## src/hdl/bhvm_pkg.sv

```systemverilog
`timescale 1ns / 1ps
// ----------------------------------------------------------------------------
// bhvm_pkg
// Shared types and codes for the byte-heap register VM execute stage:
// opcodes, status codes, register map and channel payload structs.
// ----------------------------------------------------------------------------
package bhvm_pkg;

  // Default sizes of the register file and the heap
  localparam int unsigned REG_COUNT_DEF  = 16;
  localparam int unsigned HEAP_DEPTH_DEF = 4096;

  // Configuration register widths and reset values
  localparam int unsigned HEAP_LIMIT_W  = 13;
  localparam int unsigned OP_ENABLE_W   = 7;
  localparam logic [HEAP_LIMIT_W-1:0] HEAP_LIMIT_RST = 13'd4096;
  localparam logic [OP_ENABLE_W-1:0]  OP_ENABLE_RST  = 7'h7F;

  // APB register map (byte address bit 2 selects the register)
  localparam int unsigned PADDR_W       = 3;
  localparam logic REG_HEAP_LIMIT       = 1'b0;
  localparam logic REG_OPCODE_ENABLE    = 1'b1;

  // Opcodes
  localparam logic [7:0] OP_HALT  = 8'd0;
  localparam logic [7:0] OP_LOAD  = 8'd1;
  localparam logic [7:0] OP_STORE = 8'd2;
  localparam logic [7:0] OP_MOVE  = 8'd3;
  localparam logic [7:0] OP_PUTI  = 8'd4;
  localparam logic [7:0] OP_ADD   = 8'd5;
  localparam logic [7:0] OP_SUB   = 8'd6;

  // Status codes
  localparam logic [2:0] ST_CONTINUE = 3'd0;
  localparam logic [2:0] ST_HALT     = 3'd1;
  localparam logic [2:0] ST_INVALID  = 3'd2;
  localparam logic [2:0] ST_SEGV     = 3'd3;
  localparam logic [2:0] ST_BADREG   = 3'd4;

  // Decoded instruction
  typedef struct packed {
    logic [7:0] req_type;
    logic [7:0] operand_a;
    logic [7:0] operand_b;
    logic [7:0] operand_c;
  } req_t;

  // Execution result
  typedef struct packed {
    logic [2:0]  status;
    logic        wrote_register;
    logic [3:0]  dest_register;
    logic [31:0] dest_value;
  } rsp_t;

endpackage

```

## src/hdl/bhvm_ram.sv

```systemverilog
`timescale 1ns / 1ps
// ----------------------------------------------------------------------------
// bhvm_ram
// Generic simple dual-port RAM: one write port, one read port with a
// registered read (old data on a same-address write).
// ----------------------------------------------------------------------------
module bhvm_ram #(
  parameter int unsigned WIDTH = 8,
  parameter int unsigned DEPTH = 16,
  localparam int unsigned AW = (DEPTH > 1) ? $clog2(DEPTH) : 1
) (
  input  logic             clk_i,
  input  logic             wr_en_i,
  input  logic [AW-1:0]    wr_addr_i,
  input  logic [WIDTH-1:0] wr_data_i,
  input  logic [AW-1:0]    rd_addr_i,
  output logic [WIDTH-1:0] rd_data_o
);

  logic [WIDTH-1:0] mem_q [DEPTH];
  logic [WIDTH-1:0] rd_q;

  // Write and registered read
  always_ff @(posedge clk_i) begin
    if (wr_en_i) begin
      mem_q[wr_addr_i] <= wr_data_i;
    end
    rd_q <= mem_q[rd_addr_i];
  end

  assign rd_data_o = rd_q;

endmodule

```

## src/hdl/bhvm_rf.sv

```systemverilog
`timescale 1ns / 1ps
// ----------------------------------------------------------------------------
// bhvm_rf
// Register file: two RAM copies for two read ports, one shared write port,
// and per-entry valid bits so that unwritten entries read as zero.
// ----------------------------------------------------------------------------
module bhvm_rf #(
  parameter int unsigned REG_COUNT = bhvm_pkg::REG_COUNT_DEF,
  localparam int unsigned RAW = $clog2(REG_COUNT)
) (
  input  logic           clk_i,
  input  logic           rst_ni,
  input  logic [RAW-1:0] rd_a_idx_i,
  input  logic [RAW-1:0] rd_b_idx_i,
  output logic [31:0]    rd_a_data_o,
  output logic [31:0]    rd_b_data_o,
  input  logic           wr_en_i,
  input  logic [RAW-1:0] wr_idx_i,
  input  logic [31:0]    wr_data_i
);

  logic [REG_COUNT-1:0] vld_q;
  logic                 vld_a_q;
  logic                 vld_b_q;
  logic [31:0]          ram_a_data;
  logic [31:0]          ram_b_data;

  bhvm_ram #(
    .WIDTH (32),
    .DEPTH (REG_COUNT)
  ) u_ram_a (
    .clk_i     (clk_i),
    .wr_en_i   (wr_en_i),
    .wr_addr_i (wr_idx_i),
    .wr_data_i (wr_data_i),
    .rd_addr_i (rd_a_idx_i),
    .rd_data_o (ram_a_data)
  );

  bhvm_ram #(
    .WIDTH (32),
    .DEPTH (REG_COUNT)
  ) u_ram_b (
    .clk_i     (clk_i),
    .wr_en_i   (wr_en_i),
    .wr_addr_i (wr_idx_i),
    .wr_data_i (wr_data_i),
    .rd_addr_i (rd_b_idx_i),
    .rd_data_o (ram_b_data)
  );

  // Track written entries; sample valid bits alongside the RAM reads
  always_ff @(posedge clk_i or negedge rst_ni) begin
    if (!rst_ni) begin
      vld_q   <= '0;
      vld_a_q <= 1'b0;
      vld_b_q <= 1'b0;
    end else begin
      if (wr_en_i) begin
        vld_q[wr_idx_i] <= 1'b1;
      end
      vld_a_q <= (32'(rd_a_idx_i) < REG_COUNT) ? vld_q[rd_a_idx_i] : 1'b0;
      vld_b_q <= (32'(rd_b_idx_i) < REG_COUNT) ? vld_q[rd_b_idx_i] : 1'b0;
    end
  end

  // Mask never-written entries to zero
  assign rd_a_data_o = vld_a_q ? ram_a_data : 32'd0;
  assign rd_b_data_o = vld_b_q ? ram_b_data : 32'd0;

endmodule

```

## config.mk

```make
export PLATFORM = sky130hd
export DESIGN_NAME = bhvm_rf
export DESIGN_NICKNAME = d
export VERILOG_FILES = /design/src/hdl/bhvm_pkg.sv /design/src/hdl/bhvm_ram.sv /design/src/hdl/bhvm_rf.sv
export SDC_FILE = /design/constraint.sdc
export NUM_CORES = 1
export LEC_CHECK = 0
export ABC_AREA = 1
export BUFFER_PORTS_ARGS = -buffer_cell sky130_fd_sc_hd__buf_2
export CAP_MARGIN = 20
export CELL_PAD_IN_SITES_DETAIL_PLACEMENT = 1
export CELL_PAD_IN_SITES_GLOBAL_PLACEMENT = 1
export CORE_UTILIZATION = 52
export CTS_CLUSTER_DIAMETER = 150
export DETAILED_ROUTE_END_ITERATION = 6
export PLACE_DENSITY_LB_ADDON = 0.1
export SLEW_MARGIN = 20
export SYNTH_ARGS = -nofsm -noshare
export SYNTH_HDL_FRONTEND = slang
export SYNTH_HIERARCHICAL = 1
export SYNTH_SLANG_ARGS = --single-unit
```

## constraint.sdc

```tcl
create_clock -name clk_i -period 1.15 [get_ports clk_i]
set_clock_uncertainty 0.05 [all_clocks]
set_input_delay 0.115 -clock clk_i [delete_from_list [all_inputs] [get_ports clk_i]]
set_output_delay 0.115 -clock clk_i [all_outputs]
set_load 0.01 [all_outputs]
```

==> results.txt <==
After clock tree synthesis, the clock-pin slew on the worst setup and hold paths is 0.06 ns. The cell sitting at the root of the clock tree is a clkbuf_16. TritonCTS created 116 clock buffers. For the number of global-route vias before repair, the log shows 36900. Per-instance average area after synthesis: 10.4 um2.

Leaving out fill and tap cells, the most frequent cell in the layout is nand2_1. The worst hold path passes through 5 cells. The tool flagged a number of max-cap violations equal to 0. The netlist area before placement was 0.0470 mm2; the required time of the critical path was 0.99 ns. The logs give 0.822 for the routability congestion estimate from global placement and 0 for the leftover overflow at the end of global routing.

In the routed layout, each cell is associated on average with a via count of 5.58. The floorplan step defined a core boundary enclosing 0.0889 mm2. The initial antenna violation count was 5.

Counting every net in the synthesized netlist gives 4556. The number of failing setup endpoints in the final timing report is 65, and the floorplan die width is 303 um. The tools report the area enclosed by the die boundary as 0.0915 mm2.

By area the synthesized netlist is led by edfxtp_1 (65%), nand2_1 (12%), nand3_1 (8.5%), inv_1 (6.9%), dfxtp_1 (2.7%). The cell that appears most often on the critical path is buf_12. The synthesized netlist contains 21 unique library cells. The run gives 0.337 as the headroom to the max-slew limit.

The critical path runs through a total of 5 cells. After detailed routing, the average wire length per cell comes to 24.8 um. For the fraction of the yosys area taken by sequential cells, the log shows 0.692.

On the critical path, the stage with the largest delay is an instance of dfrtp_1. The largest area contributor in the synthesized netlist was edfxtp_1. The tools report the critical path endpoint category as an output pin.

The logs give 0 for the remaining design rule violation count and 0 for the number of slew-limit violations in the final report. The flow ran to the end, but the final reports show violations. From bottom edge to top edge, the die measures 303 um. For this design the static power due to leakage is 25.0 nW. Once placement finished, the instance area stood at 0.0517 mm2. The tools report the worst path setup slack after routing as -0.741 ns. The tools report the kind of start point of the critical path as a register. The first global-routing pass estimated 225000 um of wire. After routing the design area is 0.0572 mm2.

Setup repair after global routing could not meet its margin everywhere. The class of the most critical setup path was register to output pin. The run gives 152000 um as the final wirelength. The final cycle utilization of the critical path is 1.64. The global-route total usage across every layer was 0.332; the buffer depth of the longest clock path was 3.

Kind of path behind the tightest hold check: input port to register. The run gives 94100 um as the total half-perimeter wirelength after legalization and detailed placement. TritonCTS built the clock tree. Synthesis produced 4509 cells. The area growth from synthesis to layout is 21.7%. Counting both buffers and inverters, the worst setup path holds a total of 4. The checks that failed: hold timing, setup timing. The run gives 0.528 as the initial cell density of the core. For this run, the post-layout net count is 4928.

The post-synthesis sequential element count works out to 1106. The clock tree synthesis step divided the H-tree into 3 levels. VDD sags by at most 1.48 mV. The final core utilization came out at 0.643. The tools report the number of detailed-routing iterations run before antenna repair as 6.

Of all nets on the critical path, the largest fanout is 9. The iteration-0 DRC count of the detailed router is 2943, and the count of input and output buffers is 110. The worst hold margin was -0.0175 ns. The arrival time reported for the critical path endpoint came out at 1.73 ns. Entering global routing, the biggest net connects 54 pins. The slew at the pin with the worst max-slew slack came out at 0.994 ns. For the worst flop-to-flop path, the logic depth is 6. For this run, the top clock speed supported by timing is 529 MHz.

The worst slack after detailed placement is -0.515 ns, and the total vias in the final route is 34300. During synthesis, Yosys emitted a total of 6 warnings. The design draws 92.4 mW.

The power per standard cell area came out at 1620 mW/mm2. The kind of cell with the highest combined delay along the critical path is buffers and inverters. In this design, the stage delay of the slowest critical-path cell is 0.37 ns. For the number of hold violations in the final report, the log shows 1.

For the worst-skew pair, the clock arrives at the later sink with an insertion delay of 0.69 ns. Share of cells above drive strength 1: 0.169. Walking the worst path, the cells encountered are buf_12 -> buf_12 -> nand2_4 -> inv_4 -> buf_6.

The share of the synthesized area in the top cell type is 0.655, and the number of I/O pins is 111. The site row count was 109. In the layout the commonest cells are nand2_1 (1382), edfxtp_1 (1024), inv_1 (810).

The post-layout minimum cycle time was 1.89 ns; the number of antenna-violating nets in the routed design was 0. The run gives 1106 as the number of sinks handled by clock tree synthesis.
## routing by layer
metal,wire [um],GRT usage
met2,76200,0.569
met5,32,0
met4,5040,0.125
met3,9280,0.0470
met1,61900,0.428
## registers in the layout (all words and copies together), names as in the netlist
signal and count:
vld_a_q 1, u_ram_b/rd_data_o 32, u_ram_b/mem_q 512, u_ram_a/mem_q 512
u_ram_a/rd_data_o 32, vld_q 16, vld_b_q 1
## logic make-up (layout without fill, tap and decap cells)
logic type,after synthesis,after routing,synth area share
flops,1106,1106,0.692
simple gates,2297,2297,0.206
compound gates,16,16,0.00181
buf+inv,1090,1559,0.101
other cells,0,2,0
## area by class of cell
cell class / instances / area (um2)
clock buffer: 176 / 3410
sequential: 1106 / 32500
clock inverter: 39 / 469
fill: 9219 / 31700
tap: 1165 / 1460
multi-input combinational: 2313 / 10700
inverter: 872 / 3350
timing repair buffer: 472 / 5300
antenna: 2 / 5.00
## cell usage after synthesis, drive strengths merged
master / instances
clkbuf: 28
o31ai: 2
edfxtp: 1024
dfrtp: 18
nor2: 34
inv: 872
nand2: 1456
nand3: 803
dfxtp: 64
buf: 190
o21ai: 14
nand3b: 4
## worst paths after layout
path,slack (ns),startpoint,end
worst max-delay path,-0.74,vld_a_q,rd_a_data_o[15]
worst min-delay path,-0.02,rd_b_idx_i[2],u_ram_b/rd_data_o[27]
worst max register to register,-0.05,u_ram_b/mem_q[11][20],u_ram_b/rd_data_o[20]
worst min register to register,0.44,vld_q[9],vld_q[9]
max in group asynchronous,0.66,rst_ni,vld_b_q
min in group asynchronous,0.06,rst_ni,vld_a_q
## repair_timing
action	4_1_cts	5_1_grt
setup buffers	3	7
setup endpoints to repair	78	104
gates resized for setup	141	142
pin swaps	3	8
hold buffers	35	0
endpoints found under the hold margin	720	0
gates cloned	3	4
## stage by stage
step | TNS, ns | instances
floorplan | -235.97 | 4509
global route | -45.16 | 6144
finish | -44.08 | 6145
global placement | -341.43 | 5877
CTS | -45.13 | 6133
detailed placement | -367.56 | 5877
## tightest hold or removal path, delay by kind of cell
family                 cells  cell delay [ns]
buffers and inverters      2             0.30
AND/OR/NAND/NOR            3             0.26
## power breakdown
| group | total, mW | internal, mW | switching (mW) |
|---|---|---|---|
| Sequential | 45.5 | 45.0 | 0.526 |
| Clock | 38.4 | 22.8 | 15.6 |
| Combinational | 8.45 | 2.97 | 5.48 |
(Power assumes the default switching activity.)
